## src/lsfd_pkg.sv

```systemverilog
// Shared types and constants for the LED shift-register frame driver.
package lsfd_pkg;

    // Field widths of the bus words.
    localparam int OP_W          = 3;
    localparam int CHIP_FIELD_W  = 3;
    localparam int CH_W          = 4;
    localparam int LED_W         = 7;
    localparam int WORD_W        = 16;
    localparam int BRIGHT_W      = 7;
    localparam int OE_W          = 10;
    localparam int CFG_INDEX_W   = 2;
    localparam int CFG_DATA_W    = 7;

    // One driver chip carries sixteen channels.
    localparam int CHANNELS      = 16;

    // Word patterns.
    localparam logic [WORD_W-1:0] WORD_ZERO = 16'h0000;
    localparam logic [WORD_W-1:0] WORD_ONES = 16'hFFFF;
    localparam logic [WORD_W-1:0] WORD_BIT0 = 16'h0001;

    // Configuration reset values and the brightness ceiling in percent.
    localparam logic                LSB_FIRST_RESET       = 1'b0;
    localparam logic                LAST_CHIP_FIRST_RESET = 1'b1;
    localparam logic [BRIGHT_W-1:0] BRIGHT_RESET          = 7'd10;
    localparam logic [BRIGHT_W-1:0] BRIGHT_MAX            = 7'd100;
    localparam logic                OE_ENABLE_RESET       = 1'b0;

    // Compare arithmetic: brightness * (period % 100) stays below 10000, and
    // that product is divided by 100 as a multiply by ceil(2^20 / 100).
    localparam int                REM_W       = 14;
    localparam int                PROD_W      = 23;
    localparam int                RECIP_SHIFT = 20;
    localparam logic [REM_W-1:0]  RECIP_MULT  = 14'd10486;

    // Bus operation codes.
    typedef enum logic [OP_W-1:0] {
        OP_SET_CHANNEL = 3'd0,
        OP_SET_LINEAR  = 3'd1,
        OP_WRITE_WORD  = 3'd2,
        OP_CLEAR       = 3'd3,
        OP_FILL        = 3'd4,
        OP_REFRESH     = 3'd5,
        OP_READ        = 3'd6
    } t_opcode;

    // Configuration register indexes.
    typedef enum logic [CFG_INDEX_W-1:0] {
        CFG_LSB_FIRST       = 2'd0,
        CFG_LAST_CHIP_FIRST = 2'd1,
        CFG_BRIGHTNESS      = 2'd2,
        CFG_OUTPUT_ENABLE   = 2'd3
    } t_cfg_index;

    // Controller states.
    typedef enum logic {
        ST_IDLE  = 1'b0,
        ST_SHIFT = 1'b1
    } t_state;

    // Input word.
    typedef struct packed {
        logic [OP_W-1:0]         opcode;
        logic [CHIP_FIELD_W-1:0] chip_index;
        logic [CH_W-1:0]         channel;
        logic [LED_W-1:0]        led_index;
        logic                    light_on;
        logic [WORD_W-1:0]       word_data;
    } t_in_word;

    // Result word.
    typedef struct packed {
        logic              status;
        logic [WORD_W-1:0] read_data;
        logic              serial_bit;
        logic              bit_valid;
        logic              last;
        logic [OE_W-1:0]   oe_compare;
    } t_out_word;

    // Commands from the controller to the datapath.
    typedef struct packed {
        logic op_exec;
        logic shift_load;
        logic shift_emit;
        logic emit_last;
    } t_dp_cmd;

    // Status from the datapath to the controller.
    typedef struct packed {
        logic out_free;
    } t_dp_status;

endpackage

```

## src/lsfd_ctrl.sv

```systemverilog
// Controller: input handshake and the refresh bit sequencer.
module lsfd_ctrl #(
    parameter int CHIPS = 4
) (
    input  logic                       i_clk,
    input  logic                       i_rst_n,
    input  logic                       i_in_valid,
    input  logic [lsfd_pkg::OP_W-1:0]  i_opcode,
    output logic                       o_in_ready,
    input  lsfd_pkg::t_dp_status       i_status,
    output lsfd_pkg::t_dp_cmd          o_cmd
);

    localparam int BitCount = CHIPS * lsfd_pkg::CHANNELS;
    localparam int CntW     = $clog2(BitCount);
    localparam logic [CntW-1:0] CntLast = CntW'(BitCount - 1);

    lsfd_pkg::t_state r_state, n_state;
    logic [CntW-1:0]  r_cnt, n_cnt;

    // State and bit counter registers.
    always_ff @(posedge i_clk) begin
        if (!i_rst_n) begin
            r_state <= lsfd_pkg::ST_IDLE;
            r_cnt   <= '0;
        end else begin
            r_state <= n_state;
            r_cnt   <= n_cnt;
        end
    end

    // Next state and commands.
    always_comb begin
        n_state    = r_state;
        n_cnt      = r_cnt;
        o_cmd      = '0;
        o_in_ready = 1'b0;
        unique case (r_state)
            lsfd_pkg::ST_IDLE: begin
                o_in_ready = i_status.out_free;
                if (i_in_valid && i_status.out_free) begin
                    if (i_opcode == lsfd_pkg::OP_REFRESH) begin
                        o_cmd.shift_load = 1'b1;
                        n_cnt            = '0;
                        n_state          = lsfd_pkg::ST_SHIFT;
                    end else begin
                        o_cmd.op_exec = 1'b1;
                    end
                end
            end
            lsfd_pkg::ST_SHIFT: begin
                // One bit goes out each cycle the output register is free.
                if (i_status.out_free) begin
                    o_cmd.shift_emit = 1'b1;
                    o_cmd.emit_last  = (r_cnt == CntLast);
                    if (r_cnt == CntLast) begin
                        n_state = lsfd_pkg::ST_IDLE;
                    end else begin
                        n_cnt = r_cnt + 1'b1;
                    end
                end
            end
            default: begin
                n_state = lsfd_pkg::ST_IDLE;
            end
        endcase
    end

endmodule

```

## src/lsfd_dp.sv

```systemverilog
// Datapath: frame store, configuration, refresh shifter and result register.
module lsfd_dp #(
    parameter int CHIPS      = 4,
    parameter int PWM_PERIOD = 1000
) (
    input  logic                              i_clk,
    input  logic                              i_rst_n,
    input  lsfd_pkg::t_dp_cmd                 i_cmd,
    output lsfd_pkg::t_dp_status              o_status,
    input  lsfd_pkg::t_in_word                i_in_word,
    input  logic                              i_cfg_we,
    input  logic [lsfd_pkg::CFG_INDEX_W-1:0]  i_cfg_index,
    input  logic [lsfd_pkg::CFG_DATA_W-1:0]   i_cfg_data,
    input  logic                              i_out_ready,
    output logic                              o_out_valid,
    output lsfd_pkg::t_out_word               o_out_word
);

    localparam int ChipW    = (CHIPS > 1) ? $clog2(CHIPS) : 1;
    localparam int BitCount = CHIPS * lsfd_pkg::CHANNELS;
    localparam int PwmQuot  = PWM_PERIOD / 100;
    localparam int PwmRem   = PWM_PERIOD % 100;
    localparam logic [lsfd_pkg::REM_W-1:0] RemReset =
        lsfd_pkg::REM_W'(int'(lsfd_pkg::BRIGHT_RESET) * PwmRem);
    localparam int RemProdW = 2 * lsfd_pkg::REM_W;

    // Frame store and configuration registers.
    logic [lsfd_pkg::WORD_W-1:0]   r_store [CHIPS];
    logic [lsfd_pkg::WORD_W-1:0]   n_store [CHIPS];
    logic                          r_lsb_first;
    logic                          r_last_chip_first;
    logic [lsfd_pkg::BRIGHT_W-1:0] r_bright;
    logic [lsfd_pkg::REM_W-1:0]    r_bright_rem;
    logic                          r_oe_enable;

    // Refresh shifter and result register.
    logic [BitCount-1:0]           r_sr, n_sr;
    logic                          r_out_valid;
    lsfd_pkg::t_out_word           r_out_word, n_out_word;

    logic [lsfd_pkg::CHIP_FIELD_W-1:0] w_sel_chip;
    logic [ChipW-1:0]                  w_sel_idx;
    logic                              w_sel_ok;
    logic [lsfd_pkg::CH_W-1:0]         w_sel_bit;
    logic [lsfd_pkg::WORD_W-1:0]       w_cur, w_mask, n_read;
    logic                              n_status;
    logic [lsfd_pkg::BRIGHT_W-1:0]     w_cfg_bright;
    logic [RemProdW-1:0]               w_rem_prod;
    logic [lsfd_pkg::PROD_W-1:0]       w_comp_full;
    logic [lsfd_pkg::OE_W-1:0]         w_compare;

    assign o_status.out_free = !r_out_valid || i_out_ready;
    assign o_out_valid       = r_out_valid;
    assign o_out_word        = r_out_word;

    // Address of the addressed word and bit: a linear index splits into
    // chip (upper bits) and channel (low four bits).
    assign w_sel_chip = (i_in_word.opcode == lsfd_pkg::OP_SET_LINEAR)
                      ? i_in_word.led_index[lsfd_pkg::LED_W-1:lsfd_pkg::CH_W]
                      : i_in_word.chip_index;
    assign w_sel_bit  = (i_in_word.opcode == lsfd_pkg::OP_SET_LINEAR)
                      ? i_in_word.led_index[lsfd_pkg::CH_W-1:0]
                      : i_in_word.channel;
    assign w_sel_ok   = (w_sel_chip < lsfd_pkg::CHIP_FIELD_W'(CHIPS));
    assign w_sel_idx  = w_sel_chip[ChipW-1:0];
    assign w_cur      = r_store[w_sel_idx];
    assign w_mask     = lsfd_pkg::WORD_BIT0 << w_sel_bit;

    // Bus operation decode: store update, status and read data.
    always_comb begin
        n_store  = r_store;
        n_status = 1'b0;
        n_read   = lsfd_pkg::WORD_ZERO;
        unique case (i_in_word.opcode) inside
            lsfd_pkg::OP_SET_CHANNEL, lsfd_pkg::OP_SET_LINEAR: begin
                if (w_sel_ok) begin
                    n_store[w_sel_idx] = i_in_word.light_on ? (w_cur | w_mask)
                                                            : (w_cur & ~w_mask);
                end else begin
                    n_status = 1'b1;
                end
            end
            lsfd_pkg::OP_WRITE_WORD: begin
                if (w_sel_ok) begin
                    n_store[w_sel_idx] = i_in_word.word_data;
                end else begin
                    n_status = 1'b1;
                end
            end
            lsfd_pkg::OP_CLEAR: begin
                for (int i = 0; i < CHIPS; i++) begin
                    n_store[i] = lsfd_pkg::WORD_ZERO;
                end
            end
            lsfd_pkg::OP_FILL: begin
                for (int i = 0; i < CHIPS; i++) begin
                    n_store[i] = lsfd_pkg::WORD_ONES;
                end
            end
            lsfd_pkg::OP_READ: begin
                if (w_sel_ok) begin
                    n_read = w_cur;
                end else begin
                    n_status = 1'b1;
                end
            end
            lsfd_pkg::OP_REFRESH: begin
                n_status = 1'b0;
            end
            default: begin
                n_status = 1'b1;
            end
        endcase
    end

    // Serial order of the whole frame: bit 0 of the vector goes out first.
    always_comb begin
        n_sr = r_sr >> 1;
        if (i_cmd.shift_load) begin
            for (int n = 0; n < CHIPS; n++) begin
                for (int b = 0; b < lsfd_pkg::CHANNELS; b++) begin
                    n_sr[n * lsfd_pkg::CHANNELS + b] =
                        r_store[r_last_chip_first ? (CHIPS - 1 - n) : n]
                               [r_lsb_first ? b : (lsfd_pkg::CHANNELS - 1 - b)];
                end
            end
        end
    end

    // Compare value: b*P/100 = b*(P/100) + (b*(P%100))/100, where the
    // second product was formed when brightness was written.
    assign w_rem_prod  = RemProdW'(r_bright_rem) * RemProdW'(lsfd_pkg::RECIP_MULT);
    assign w_comp_full = lsfd_pkg::PROD_W'(r_bright) * lsfd_pkg::PROD_W'(PwmQuot)
                       + lsfd_pkg::PROD_W'(w_rem_prod[RemProdW-1:lsfd_pkg::RECIP_SHIFT]);
    assign w_compare   = r_oe_enable ? w_comp_full[lsfd_pkg::OE_W-1:0] : '0;

    // Next result word.
    always_comb begin
        n_out_word            = '0;
        n_out_word.oe_compare = w_compare;
        if (i_cmd.shift_emit) begin
            n_out_word.serial_bit = r_sr[0];
            n_out_word.bit_valid  = 1'b1;
            n_out_word.last       = i_cmd.emit_last;
        end else begin
            n_out_word.status    = n_status;
            n_out_word.read_data = n_read;
            n_out_word.last      = 1'b1;
        end
    end

    // Brightness writes above the ceiling clamp to it.
    assign w_cfg_bright = (i_cfg_data > lsfd_pkg::BRIGHT_MAX) ? lsfd_pkg::BRIGHT_MAX
                                                              : i_cfg_data;

    // Configuration registers.
    always_ff @(posedge i_clk) begin
        if (!i_rst_n) begin
            r_lsb_first       <= lsfd_pkg::LSB_FIRST_RESET;
            r_last_chip_first <= lsfd_pkg::LAST_CHIP_FIRST_RESET;
            r_bright          <= lsfd_pkg::BRIGHT_RESET;
            r_bright_rem      <= RemReset;
            r_oe_enable       <= lsfd_pkg::OE_ENABLE_RESET;
        end else if (i_cfg_we) begin
            unique case (i_cfg_index)
                lsfd_pkg::CFG_LSB_FIRST:       r_lsb_first       <= i_cfg_data[0];
                lsfd_pkg::CFG_LAST_CHIP_FIRST: r_last_chip_first <= i_cfg_data[0];
                lsfd_pkg::CFG_BRIGHTNESS: begin
                    r_bright     <= w_cfg_bright;
                    r_bright_rem <= lsfd_pkg::REM_W'(w_cfg_bright)
                                  * lsfd_pkg::REM_W'(PwmRem);
                end
                lsfd_pkg::CFG_OUTPUT_ENABLE:   r_oe_enable       <= i_cfg_data[0];
                default: begin
                    r_oe_enable <= r_oe_enable;
                end
            endcase
        end
    end

    // Frame store: cleared at reset, updated by bus operations.
    always_ff @(posedge i_clk) begin
        if (!i_rst_n) begin
            for (int i = 0; i < CHIPS; i++) begin
                r_store[i] <= lsfd_pkg::WORD_ZERO;
            end
        end else if (i_cmd.op_exec) begin
            r_store <= n_store;
        end
    end

    // Refresh shifter.
    always_ff @(posedge i_clk) begin
        if (i_cmd.shift_load || i_cmd.shift_emit) begin
            r_sr <= n_sr;
        end
    end

    // Result register valid flag.
    always_ff @(posedge i_clk) begin
        if (!i_rst_n) begin
            r_out_valid <= 1'b0;
        end else if (i_cmd.op_exec || i_cmd.shift_emit) begin
            r_out_valid <= 1'b1;
        end else if (i_out_ready) begin
            r_out_valid <= 1'b0;
        end
    end

    // Result register payload.
    always_ff @(posedge i_clk) begin
        if (i_cmd.op_exec || i_cmd.shift_emit) begin
            r_out_word <= n_out_word;
        end
    end

endmodule

```

## src/led_shift_register_frame_driver.sv

```systemverilog
// A non-refresh bus word's single result is written to the output register as the word is accepted.
// Throughput: one non-refresh word per cycle while the output side takes results.
// A refresh gives CHIPS*16 bit words, one per cycle while the output side takes them, paced by the
// controller's bit counter; the input is held off until the last bit has entered the output register.
// Reset (synchronous, active low) clears the frame store and the output valid flag and
// returns configuration to lsb_first 0, last_chip_first 1, brightness 10, output_enable 0.
module led_shift_register_frame_driver #(
    parameter int CHIPS      = 4,
    parameter int PWM_PERIOD = 1000
) (
    input  logic                              i_clk,
    input  logic                              i_rst_n,
    input  logic                              i_in_valid,
    output logic                              o_in_ready,
    input  lsfd_pkg::t_in_word                i_in_word,
    output logic                              o_out_valid,
    input  logic                              i_out_ready,
    output lsfd_pkg::t_out_word               o_out_word,
    input  logic                              i_cfg_we,
    input  logic [lsfd_pkg::CFG_INDEX_W-1:0]  i_cfg_index,
    input  logic [lsfd_pkg::CFG_DATA_W-1:0]   i_cfg_data
);

    lsfd_pkg::t_dp_cmd    w_cmd;
    lsfd_pkg::t_dp_status w_status;

    // Controller.
    lsfd_ctrl #(
        .CHIPS (CHIPS)
    ) u_ctrl (
        .i_clk      (i_clk),
        .i_rst_n    (i_rst_n),
        .i_in_valid (i_in_valid),
        .i_opcode   (i_in_word.opcode),
        .o_in_ready (o_in_ready),
        .i_status   (w_status),
        .o_cmd      (w_cmd)
    );

    // Datapath.
    lsfd_dp #(
        .CHIPS      (CHIPS),
        .PWM_PERIOD (PWM_PERIOD)
    ) u_dp (
        .i_clk       (i_clk),
        .i_rst_n     (i_rst_n),
        .i_cmd       (w_cmd),
        .o_status    (w_status),
        .i_in_word   (i_in_word),
        .i_cfg_we    (i_cfg_we),
        .i_cfg_index (i_cfg_index),
        .i_cfg_data  (i_cfg_data),
        .i_out_ready (i_out_ready),
        .o_out_valid (o_out_valid),
        .o_out_word  (o_out_word)
    );

endmodule

```

## config.mk

```make
export PLATFORM = sky130hd
export DESIGN_NAME = led_shift_register_frame_driver
export DESIGN_NICKNAME = d
export VERILOG_FILES = /design/src/lsfd_pkg.sv /design/src/lsfd_ctrl.sv /design/src/lsfd_dp.sv /design/src/led_shift_register_frame_driver.sv
export SDC_FILE = /design/constraint.sdc
export NUM_CORES = 1
export LEC_CHECK = 0
export BUFFER_PORTS_ARGS = -buffer_cell sky130_fd_sc_hd__buf_4
export CELL_PAD_IN_SITES_DETAIL_PLACEMENT = 2
export CELL_PAD_IN_SITES_GLOBAL_PLACEMENT = 2
export CORE_UTILIZATION = 42
export CTS_CLUSTER_SIZE = 24
export DETAILED_ROUTE_END_ITERATION = 10
export PLACE_DENSITY_LB_ADDON = 0.1
export SYNTH_ARGS = -nofsm -noshare
export SYNTH_HDL_FRONTEND = slang
export SYNTH_HIERARCHICAL = 1
export SYNTH_SLANG_ARGS = --single-unit
```

## constraint.sdc

```tcl
create_clock -name i_clk -period 5 [get_ports i_clk]
set_input_delay 1.25 -clock i_clk [delete_from_list [all_inputs] [get_ports i_clk]]
set_output_delay 1.25 -clock i_clk [all_outputs]
set_load 0.01 [all_outputs]
```

; Word-level counts from Yosys, hierarchy flattened
; Cells that the tools add are included.
[word_totals]
output_inout_bits = 32
ff_bits = 175
[classes]
n_reduce_logical = 20
shift = 1
bitwise_logic = 11
muxes = 260
add_sub_neg = 1
n_eq_ne = 16
multipliers = 1
magnitude_cmp = 24
[ops]
columns = operator, n
row1 = 32-bit by 6-bit less-than comparator with 1-bit output (second input constant), 16
row2 = 1-bit binary-select mux with 4-bit select, 64
row3 = 64-bit one-hot mux with 4 select lines, 1
row4 = 16-bit 2-to-1 mux, 12
row5 = 16-bit binary-select mux with 2-bit select, 5
row6 = 1-bit 2-to-1 mux, 138
row7 = 64-bit bitwise mux, 2
row8 = 32-bit by 3-bit greater-or-equal comparator with 1-bit output (second input constant), 4
row9 = 64-bit 2-to-1 mux, 2
row10 = 32-bit NOT, 4
row11 = 4-bit 2-to-1 mux, 17
row12 = 63-bit 2-to-1 mux, 1
row13 = 16-bit demux with 2-bit select, 1
row14 = 6-bit 2-to-1 mux, 4
row15 = 16-bit bitwise AND, 1
row16 = 2-bit 2-to-1 mux, 8
row17 = 16-bit NOT, 1
row18 = 16-bit bitwise OR, 1
row19 = 1-bit by 4-bit << shifter with 16-bit output (first input constant), 1
row20 = 6-bit one-hot mux with 2 select lines, 1
row21 = 2-bit by 1-bit inequality test with 1-bit output (second input constant), 5
row22 = 3-bit equality test (second input constant), 3
row23 = 7-bit by 3-bit multiplier with 9-bit output (second input constant), 1
row24 = 2-bit AND reduction, 4
row25 = 27 further kinds, 37

; Logic depth before layout (Yosys ltp)
; Gate-level depths: netlist of the first run.
[logic_depth]
ltp_word = 11
ltp_mapped = 10

; Modules after synthesis
; Netlist of the first run, hierarchy kept.
[modules_own_cells]
columns = module, cells_per_inst, seq_area_each_um2, n_inst, area_each_um2
row1 = lsfd_dp, 1213, 4294.1, 1, 11348.4
row2 = lsfd_ctrl, 52, 140.1, 1, 422.9

; Least setup slack after synthesis of the first run
; Ideal clock, no wire load.
[synth_path]
path_kind = input to register
from = input port i_out_ready
to = register u_dp.r_sr[0], enable pin
n_path_buf = 2
slack_ns = 1.322
t_required_ns = 4.606
arrival_ns = 3.283
path_stages = 6
setup_time_ns = 0.394
path_cell_list = nand2b_1 -> nand3b_1 -> nor3_2 -> clkbuf_1 -> clkbuf_1 -> or2_2
[synth_lines]
columns = element, line_no
row1 = "start, declared", led_shift_register_frame_driver.sv:17  ; input logic i_out_ready,
row2 = "end signal, assigned", lsfd_dp.sv:195  ; r_sr <= n_sr;
row3 = "end, declared", lsfd_dp.sv:37  ; logic [BitCount-1:0] r_sr, n_sr;

==> metrics.cfg, run 1 <==
[status]
outcome=finished, final reports clean

[sta]
fin_crit_sh=0.764
rsz0062_at_grt=no
fin_crit_ps=3820
finalSetupViolations=0
tns_ps=0
whs_ps=490
worstMarginPinSlew_ps=1200
relSlewSlack=0.195
hold_viol=0
drv_slew=0
fin_skew_ps=15.5
fmax_mhz=262

[critical_path]
worstPathArrival_ps=4180
reg2reg_from=u_dp/o_out_valid
crit_fanout=28
end_kind=register
crit_type=primary input to register
ff2ff_path_depth=7
required_ps=5360
startpoint_type=primary input
r2r_slack_ps=2170

[floorplanning]
die_h_um=169
start_util=0.432
ios=80
die_width_um=169
die_area_sq_um=28700
coreArea_sq_um=27300
rows=60

[synthesis]
async_flop_share=0
yosys.area.top_type=edfxtp_1
synth_xor_area_frac=0.00223
synth_adder_area_share=0.0134
yosys_warnings=6
syn_inst=1265
synthMuxAreaShare=0.165
synth_top_family_by_area=compound AO/OA/AOI/OAI gates
synth_edf_count=93
synth.most_common_cell=nand2_1
synth_nets=1325
syn_avg_cell_area_sq_um=9.31
synth_ff_type=edfxtp_1
synth_area_leaders=edfxtp_1, dfxtp_1, mux2_2
synth.top_cell.area_share=0.237
ys_seq_elements=175
synth_compound_area_frac=0.200
seq_area_frac_synth=0.377
synth_area_sq_um=11800
synth_cell_types=68
ys_top_cells_by_count=nand2_1, mux2_2, nor2_1, edfxtp_1, dfxtp_1
synthSimpleGateAreaFrac=0.198

[routing]
vias=11000
routed_wl_um=46600
via_per_inst=6.57
first_pass_iters=5
routedWlPerCell_um=27.9
drtIter0Drc=758
ant_nets=0
drc=0

[layout]
design_area_sq_um=13200
antennaDiodeCount=0
syn2layout_area_growth_pct=12.2
drive_above_1_share=0.216
fillers=2914
fin_util=0.485
layout.nets=1347

[clock_tree]
cts_sinks=175
ctsResizeCount=0
path_clk_slew_ps=70
cts-root-buf=clkbuf_16
cts_tree=built
htreeDepth=4
postCtsSetupBuffers=0
clk-insertion-delay-late_ps=450
cts_made_buffers=17
cts_hold_buf=0
cts_buffer_depth=2

[place]
gp_congestion=0.854
place_area_sq_um=12600
dp_hpwl_um=31400
portBuffers=78

[min_path]
hold_path.class=register to register
hp-start=u_ctrl/r_cnt[0]
holdPathEnd=u_ctrl/r_cnt[0]
hold_depth=2

[power]
total_power_mw=3.74
power.density_nw_per_um2=283
power.leakage_nw=4.73
peakVddDrop_mv=0.164

[flow_run]
maxCapViolations=0

[grt]
grt_start_max_net_pins=101
grt_overflow=0
grt_pass1_vias=11400
grt_antenna_before_repair=1
grt_util_all_layers=0.329
grt_pass1_wl_um=70400

## critical path: stages
cell      delay, ps
buf_4           170
or3b_1          700
mux2i_4         500
a211oi_2       1060
o21ai_0         240
a31oi_1         230
## where the power goes
part           switching (mW)  internal [mW]  total [mW]
Clock                   0.679          0.694        1.37
Sequential             0.0953           1.59        1.68
Combinational           0.426          0.254       0.679
Total                    1.20           2.54        3.74
## through the flow
stage | setup WS (ps) | cells
5_1_grt | 1100 | 1672
2_1_floorplan | 1320 | 1265
4_1_cts | 1170 | 1672
6_report | 1180 | 1672
3_5_place_dp | 757 | 1640
3_3_place_gp | 874 | 1640
## cell usage in the layout (no fill, tap or decap), drive strengths merged, types with 49 or more instances in the layout
| master | count |
|---|---|
| a21oi | 70 |
| and2 | 58 |
| buf | 105 |
| dfxtp | 82 |
| edfxtp | 93 |
| mux2 | 120 |
| mux2i | 49 |
| nand2 | 146 |
| nor2 | 95 |
| o21ai | 91 |
## worst max-delay path by stage
stage	end	slack, ps	start
floorplan	u_dp/r_sr[0]	1320	i_out_ready
global placement	register	870	i_in_word[31]
detailed placement	register	760	i_in_word[32]
CTS	register	1170	i_in_word[31]
global route	register	1100	i_in_word[31]
finish	register	1180	i_in_word[32]
## cell type report
type / count / area (sq um) / share of cell area
inverters: 11 / 41.3 / 0.00313
multi-input cells: 977 / 6840 / 0.518
repair buffers: 105 / 826 / 0.0625
clock buffers: 19 / 453 / 0.0343
flip-flops and latches: 175 / 4440 / 0.336
well taps: 372 / 465 / 0.0352
clock inverters: 13 / 143 / 0.0108
## logic make-up after synthesis
family | Yosys count
mux | 171
compound gates | 342
xor+xnor | 3
simple gates | 448
buf+inv | 113
fa+ha+maj | 12
other cells | 1
flops | 175
## per-layer routing
layer,routed length (um),GRT usage,up-vias,share of wire
met2,22200,0.549,414,0.48
met3,3320,0.0686,90,0.071
li1,-,-,4862,-
met4,1340,0.124,0,0.029
met5,0,0,-,0
met1,19800,0.418,5626,0.42
(Power assumes the default switching activity.)
==> run 2: changes to the inputs <==
--- a/config.mk
+++ b/config.mk
@@ -5,10 +5,11 @@
 export SDC_FILE = /design/constraint.sdc
 export NUM_CORES = 1
 export LEC_CHECK = 0
+export ABC_AREA = 1
 export BUFFER_PORTS_ARGS = -buffer_cell sky130_fd_sc_hd__buf_4
 export CELL_PAD_IN_SITES_DETAIL_PLACEMENT = 2
 export CELL_PAD_IN_SITES_GLOBAL_PLACEMENT = 2
-export CORE_UTILIZATION = 42
+export CORE_UTILIZATION = 35
 export CTS_CLUSTER_SIZE = 24
 export DETAILED_ROUTE_END_ITERATION = 10
 export PLACE_DENSITY_LB_ADDON = 0.1
==> constraint.sdc (replaced) <==
create_clock -name i_clk -period 3.8 [get_ports i_clk]
set_input_delay 0.95 -clock i_clk [delete_from_list [all_inputs] [get_ports i_clk]]
set_output_delay 0.95 -clock i_clk [all_outputs]
set_load 0.01 [all_outputs]
==> run 2 against run 1 <==
Against the previous run:
- synthesized cell count rose by 35%
- cell count rose by 32%
- clock-buffer cell count fell by 1
- die area rose by 17%
- core utilization fell by 7.7 points
- sequential share of layout area fell by 0.10 points
- critical path type unchanged
- critical path depth rose by 6
- flip-flop and latch count did not move
- wire length rose by 16%
- design area rose by 0.26%
- sequential power rose by 30%
- clock power rose by 34%
==> metrics.cfg, run 2 <==
[status]
outcome=finished, final reports clean

[layout]
multi_input_area_sq_um=6130  ; -10%
layout.nets=1805  ; +34%
final_common_cell=nand2_1
syn2layout_area_growth_pct=15.1
layout_common_cells=nand2_1, nand3_1, nor2_1
drive_above_1_share=0.112  ; -0.104
regArea_sq_um=4440  ; about the same
fillers=3919  ; +34%

[clock_tree]
htreeDepth=4  ; unchanged
path_clk_slew_ps=80  ; about the same
ctsResizeCount=0  ; unchanged
cts-root-buf=clkbuf_16
cts_buffer_depth=2  ; unchanged
postCtsSetupBuffers=0  ; unchanged
cts_tree=built
cts_sinks=175  ; unchanged
cts_made_buffers=17  ; unchanged
cts_hold_buf=0  ; unchanged
clk-insertion-delay-late_ps=460  ; about the same

[synthesis]
synth.most_common_cell=nand2_1
syn_avg_cell_area_sq_um=6.74  ; -28%
synth_edf_count=93  ; unchanged
seq_area_frac_synth=0.386  ; +0.00889
ys_top_cells_by_count=nand2_1, nand3_1, nor2_1, o21ai_0, inv_1
synth_area_leaders=edfxtp_1, nand2_1, dfxtp_1
yosys_warnings=6  ; unchanged
ys_seq_elements=175  ; unchanged
synth_ff_type=edfxtp_1
synth_nets=1765  ; +33%
async_flop_share=0  ; unchanged
syn_inst=1705  ; +35%
synth_cell_types=38  ; -44%
synth_area_sq_um=11500  ; -2.3%
synth.top_cell.area_share=0.243  ; +0.00560
yosys.area.top_type=edfxtp_1

[critical_path]
crit_fanout=14  ; -50%
critPathBufInv=3  ; +2
reg2reg_from=u_dp/o_out_valid
required_ps=4150  ; -1210 ps
worstPathArrival_ps=3470  ; -710 ps
worstSetupPathDepth=12  ; +6
crit_path_frequent_cell=nand2_1
crit_type=primary input to register
ff2ff_path_depth=12  ; +5
cp_cell_sequence=buf_4 -> inv_2 -> nand3_1 -> nand2_1 -> nand2_2 -> nor2_2 -> buf_4 -> nand2_1 -> nand2_1 -> nor2_1 -> nor2_1 -> a21oi_1
cp_top_family=simple AND/OR/NAND/NOR gates
startpoint_type=primary input
slowest_stage=nor2_2
slowest_delay_ps=740  ; -320 ps
r2r_slack_ps=1340  ; -830 ps
end_kind=register

[place]
gp_congestion=0.890  ; +4.2%
portBuffers=78  ; unchanged
place_ws_ps=236  ; -521 ps
dp_hpwl_um=37500  ; +19%

[power]
power.density_nw_per_um2=387  ; +37%
peakVddDrop_mv=0.332  ; +100%
p_seq_frac=0.425  ; -0.026
p_clk_frac=0.358  ; -0.009
power.internal_mw=3.39  ; +34%
p_sw_frac=0.338  ; +0.0172
power.leakage_nw=6.02  ; +27%
switching_power_mw=1.73  ; +44%
comb_power_share=0.217  ; +0.035

[sta]
worstMarginPinSlew_ps=1150  ; -55.6 ps
drv_slew=0  ; unchanged
rsz0062_at_grt=no
fmax_mhz=321
fin_crit_sh=0.820
hold_viol=0  ; unchanged
relSlewSlack=0.227  ; +0.0319
finalSetupViolations=0  ; unchanged
fin_skew_ps=9.01  ; -6.54 ps
tns_ps=0  ; unchanged
setup_ws_ps=686  ; -497 ps
fin_crit_ps=3110

[grt]
grt_pass1_wl_um=80600  ; +15%
grt_pass1_vias=13300  ; +17%
grt_antenna_before_repair=0  ; -1
grt_overflow=0  ; unchanged
grt_util_all_layers=0.326  ; -0.00327
grt_start_max_net_pins=109  ; +7.9%

[floorplanning]
ios=80  ; unchanged
die_area_sq_um=33600  ; +17%
die_width_um=183  ; +8.2%
start_util=0.354  ; -0.0776
coreArea_sq_um=32500  ; +19%
rows=66  ; +10%
die_h_um=183  ; +8.2%

[min_path]
hold_depth=2  ; unchanged
hp-start=u_ctrl/r_cnt[4]
hold_path.class=register to register
holdPathEnd=u_ctrl/r_cnt[4]

[routing]
ant_nets=0  ; unchanged
drc=0  ; unchanged
first_pass_iters=5  ; unchanged
routed_wl_um=53900  ; +16%
via_per_inst=5.75  ; -13%
vias=12700  ; +15%
routedWlPerCell_um=24.5  ; -12%
drtIter0Drc=977  ; +29%

[flow_run]
maxCapViolations=0  ; unchanged

-- run 2: cell types whose count changed after synthesis, sizes merged, moves of 22 or more --
cell    delta
nor2     +132
a31oi     -32
o22a      +62
nand3    +233
a221oi    -32
o21ai     +50
nand2    +318
and2      -58
nor4b     -22
mux2     -120
mux2i     -49
inv      +119
-- run 2: worst reg2reg max path, delay by kind of cell, from the launching register on --
kind                   cells  cell delay (ps)
buffers and inverters      3              580
AOI/OAI and AO/OA          2              490
and+or+nand+nor            7             1000
DFF                        1              320
-- run 2: cells by family after synthesis --
| kind of cell | count (synthesis) | share of synthesized area |
|---|---|---|
| XOR/XNOR | 1 | 0.000762 |
| adder cells (fa/ha/maj) | 12 | 0.0137 |
| buffers and inverters | 241 | 0.0823 |
| flip-flops | 175 | 0.386 |
| AO/OA/AOI/OAI | 308 | 0.160 |
| AND/OR/NAND/NOR | 967 | 0.357 |
| other | 1 | 0.000326 |
-- run 2: final cells by class --
type / count / share of cell area
multi-input combinational: 1289 / 0.463
clock inverter: 14 / 0.0107
inverter: 130 / 0.0369
sequential: 175 / 0.335
tap: 442 / 0.0418
timing repair buffer: 132 / 0.0796
clock buffer: 18 / 0.0324
antenna: 1 / 0.000189
-- run 2: power groups by stage --
stage	logic (mW)	registers [mW]	clock network (mW)
CTS	1.09	2.18	1.86
detailed placement	1.09	2.22	0
finish	1.11	2.18	1.83
global placement	1.04	2.21	0
floorplan	0.618	2.20	0
global route	1.20	2.19	1.92
-- run 2: worst max path at each step --
stage                         endpoint     startpoint  slack (ps)
final                         register  i_in_word[33]         690
after global routing          register  i_in_word[33]         520
after CTS                     register  i_in_word[33]         720
after detailed placement      register  i_in_word[33]         240
after global placement        register  i_in_word[33]         330
after floorplan           u_dp/r_sr[0]    i_out_ready         520
-- run 2: routing by layer --
layer  track usage  routed length (um)  up-vias
met2         0.524               24900      359
met3        0.0647                3350       96
li1              -                   -     5776
met5             0                   0        -
met4         0.141                2010        0
met1         0.424               23700     6425
-- run 2: metrics by stage --
stage	power, mW	cells	area, sq um	hold slack [ps]	util
after global placement	3.25	2168	12700	499	0.390
after global routing	5.30	2200	13200	562	0.408
final	5.12	2201	13200	527	0.408
after CTS	5.13	2200	13200	534	0.408
after floorplan	2.81	1705	11500	463	-
after detailed placement	3.30	2168	12700	505	0.390
==> run 3: changes to the inputs <==
==> constraint.sdc (replaced) <==
create_clock -name i_clk -period 3.05 [get_ports i_clk]
set_input_delay 0.7625 -clock i_clk [delete_from_list [all_inputs] [get_ports i_clk]]
set_output_delay 0.7625 -clock i_clk [all_outputs]
set_load 0.01 [all_outputs]
==> run 3 against run 2 <==
Against the previous run:
- combinational power grew 29%
- worst setup slack worse by 190 ps
- critical path type unchanged
- via count increased by 0.83%
- wire length rose by 0.93%
- highest routed layer unchanged
- core utilization is 0.83 points higher
- critical path depth down 1
- hold slack worse by 14 ps
- clock power grew 23%
==> metrics.cfg, run 3 (synthesis gave the netlist of run 2 again) <==
[clock_tree]
cts_made_buffers=17  ; unchanged
htreeDepth=4  ; unchanged
path_clk_slew_ps=70  ; about the same
clk-insertion-delay-late_ps=460  ; about the same
cts_buffer_depth=2  ; unchanged
cts_sinks=175  ; unchanged
cts_tree=built
cts-root-buf=clkbuf_16
ctsResizeCount=0  ; unchanged
postCtsSetupBuffers=0  ; unchanged
cts_hold_buf=0  ; unchanged

[critical_path]
cp_cell_sequence=buf_4 -> inv_2 -> nand3_1 -> buf_4 -> nand2_1 -> nand2_1 -> inv_1 -> nor2_1 -> nand4_1 -> nand3_1 -> a21oi_1
crit_type=primary input to register
startpoint_type=primary input
slowest_delay_ps=500  ; -240 ps
cp_top_family=simple AND/OR/NAND/NOR gates
required_ps=3400  ; -750 ps
critPathBufInv=4  ; +1
slowest_stage=nor2_1
worstPathArrival_ps=2900  ; -570 ps
reg2reg_from=u_dp/o_out_valid
end_kind=register
crit_fanout=8  ; -6
r2r_slack_ps=840  ; -500 ps
worstSetupStartpoint=i_in_word[33]
ff2ff_path_depth=12  ; unchanged
worstSetupPathDepth=11  ; -1

[floorplanning]
die_h_um=183  ; unchanged
ios=80  ; unchanged
start_util=0.354  ; unchanged
die_area_sq_um=33600  ; unchanged
die_width_um=183  ; unchanged
rows=66  ; unchanged
coreArea_sq_um=32500  ; unchanged

[grt]
grt_util_all_layers=0.329  ; +0.00277
grt_pass1_wl_um=82100  ; +1.9%
grt_pass1_vias=13500  ; +1.8%
grt_start_max_net_pins=68  ; -38%
grt_overflow=0  ; unchanged
grt_antenna_before_repair=1  ; +1

[routing]
drc=0  ; unchanged
vias=12800  ; +0.83%
drtIter0Drc=945  ; -3.3%
routedWlPerCell_um=24.6  ; +0.21%
ant_nets=0  ; unchanged
via_per_inst=5.76  ; +0.10%
first_pass_iters=5  ; unchanged
routed_wl_um=54400  ; +0.93%

[sta]
worstMarginPinSlew_ps=1060  ; -90.3 ps
relSlewSlack=0.295  ; +0.0683
fin_skew_ps=15.4  ; +6.37 ps
drv_slew=0  ; unchanged
setup_ws_ps=496  ; -190 ps
tns_ps=0  ; unchanged
fmax_mhz=392
rsz0062_at_grt=no
finalSetupViolations=0  ; unchanged
hold_viol=0  ; unchanged
fin_crit_sh=0.837
fin_crit_ps=2550

[power]
p_seq_frac=0.424  ; about the same
switching_power_mw=2.22  ; +28%
p_sw_frac=0.346  ; +0.00752
power.leakage_nw=6.15  ; +2.1%
peakVddDrop_mv=0.427  ; +29%
p_clk_frac=0.353  ; -0.005
comb_power_share=0.223  ; +0.006
power.internal_mw=4.19  ; +24%
power.density_nw_per_um2=474  ; +23%

[layout]
multi_input_area_sq_um=6140  ; about the same
layout.cells.non_filler=2217  ; +0.73%
regArea_sq_um=4440  ; unchanged
layout_common_cells=nand2_1, nand3_1, nor2_1
fillers=3902  ; -0.43%
drive_above_1_share=0.120  ; +0.00794
fin_util=0.416  ; +0.00833
final_common_cell=nand2_1
layout.nets=1822  ; +0.94%
syn2layout_area_growth_pct=17.5
antennaDiodeCount=0  ; -1

[min_path]
hold_path.class=register to register

[flow_run]
maxCapViolations=0  ; unchanged

[place]
dp.cells=2185  ; +0.78%
dp_hpwl_um=37900  ; +0.97%
place_ws_ps=168  ; -67.6 ps
portBuffers=78  ; unchanged
gp_congestion=0.843  ; -5.3%

[status]
outcome=finished, final reports clean

==> run 3: cell count changes in the layout (fill, tap and decap cells not counted), moves of 3 or more <==
cell	before	now
buf_4	127	132
buf_12	5	17
clkinv_2	5	1
inv_6	1	4
==> run 3: cell type report <==
cell class	count	share of cell area
Clock buffer	18	0.0318
Clock inverter	14	0.00972
Inverter	130	0.0361
Multi-Input combinational cell	1289	0.454
Sequential cell	175	0.329
Tap cell	442	0.0409
Timing Repair Buffer	149	0.0985
==> run 3: metrics by stage <==
stage / power, mW / area, sq um / hold slack (ps)
after global placement: 4.10 / 13000 / 491
after global routing: 6.62 / 13500 / 544
final: 6.41 / 13500 / 513
after CTS: 6.42 / 13500 / 512
after detailed placement: 4.16 / 13000 / 499
after floorplan: 3.51 / 11500 / 463
==> run 3: how the worst min path moves through the flow <==
stage	from	end	slack, ps	cells past startpoint
floorplan	u_dp/r_bright[6]	u_dp/r_bright[6]	460	2
global placement	u_dp/r_sr[0]	u_dp/o_out_word[12]	490	2
detailed placement	u_dp/r_bright[6]	u_dp/r_bright[6]	500	2
CTS	u_dp/r_bright[6]	u_dp/r_bright[6]	510	2
global route	u_dp/r_bright[6]	u_dp/r_bright[6]	540	2
finish	u_dp/r_bright[6]	u_dp/r_bright[6]	510	2
==> run 3: worst register-to-register path: cells and delay by family (launching register included) <==
kind                   cells  cell delay, ps
AND/OR/NAND/NOR            7             830
AO/OA/AOI/OAI              2             540
buffers and inverters      3             470
flip-flops                 1             320
==> run 3: power by group through the flow <==
| stage | logic [mW] | clock network [mW] | registers, mW |
|---|---|---|---|
| floorplan | 0.770 | 0 | 2.74 |
| global placement | 1.33 | 0 | 2.76 |
| detailed placement | 1.39 | 0 | 2.77 |
| CTS | 1.41 | 2.29 | 2.71 |
| global route | 1.54 | 2.36 | 2.73 |
| finish | 1.43 | 2.26 | 2.72 |
==> run 3: metal layers <==
layer / routed length [um] / global-route usage / up-vias
li1: - / - / 5808
met1: 24500 / 0.437 / 6465
met2: 25000 / 0.528 / 387
met3: 2950 / 0.0542 / 101
met4: 2020 / 0.137 / 0
met5: 0 / 0 / -
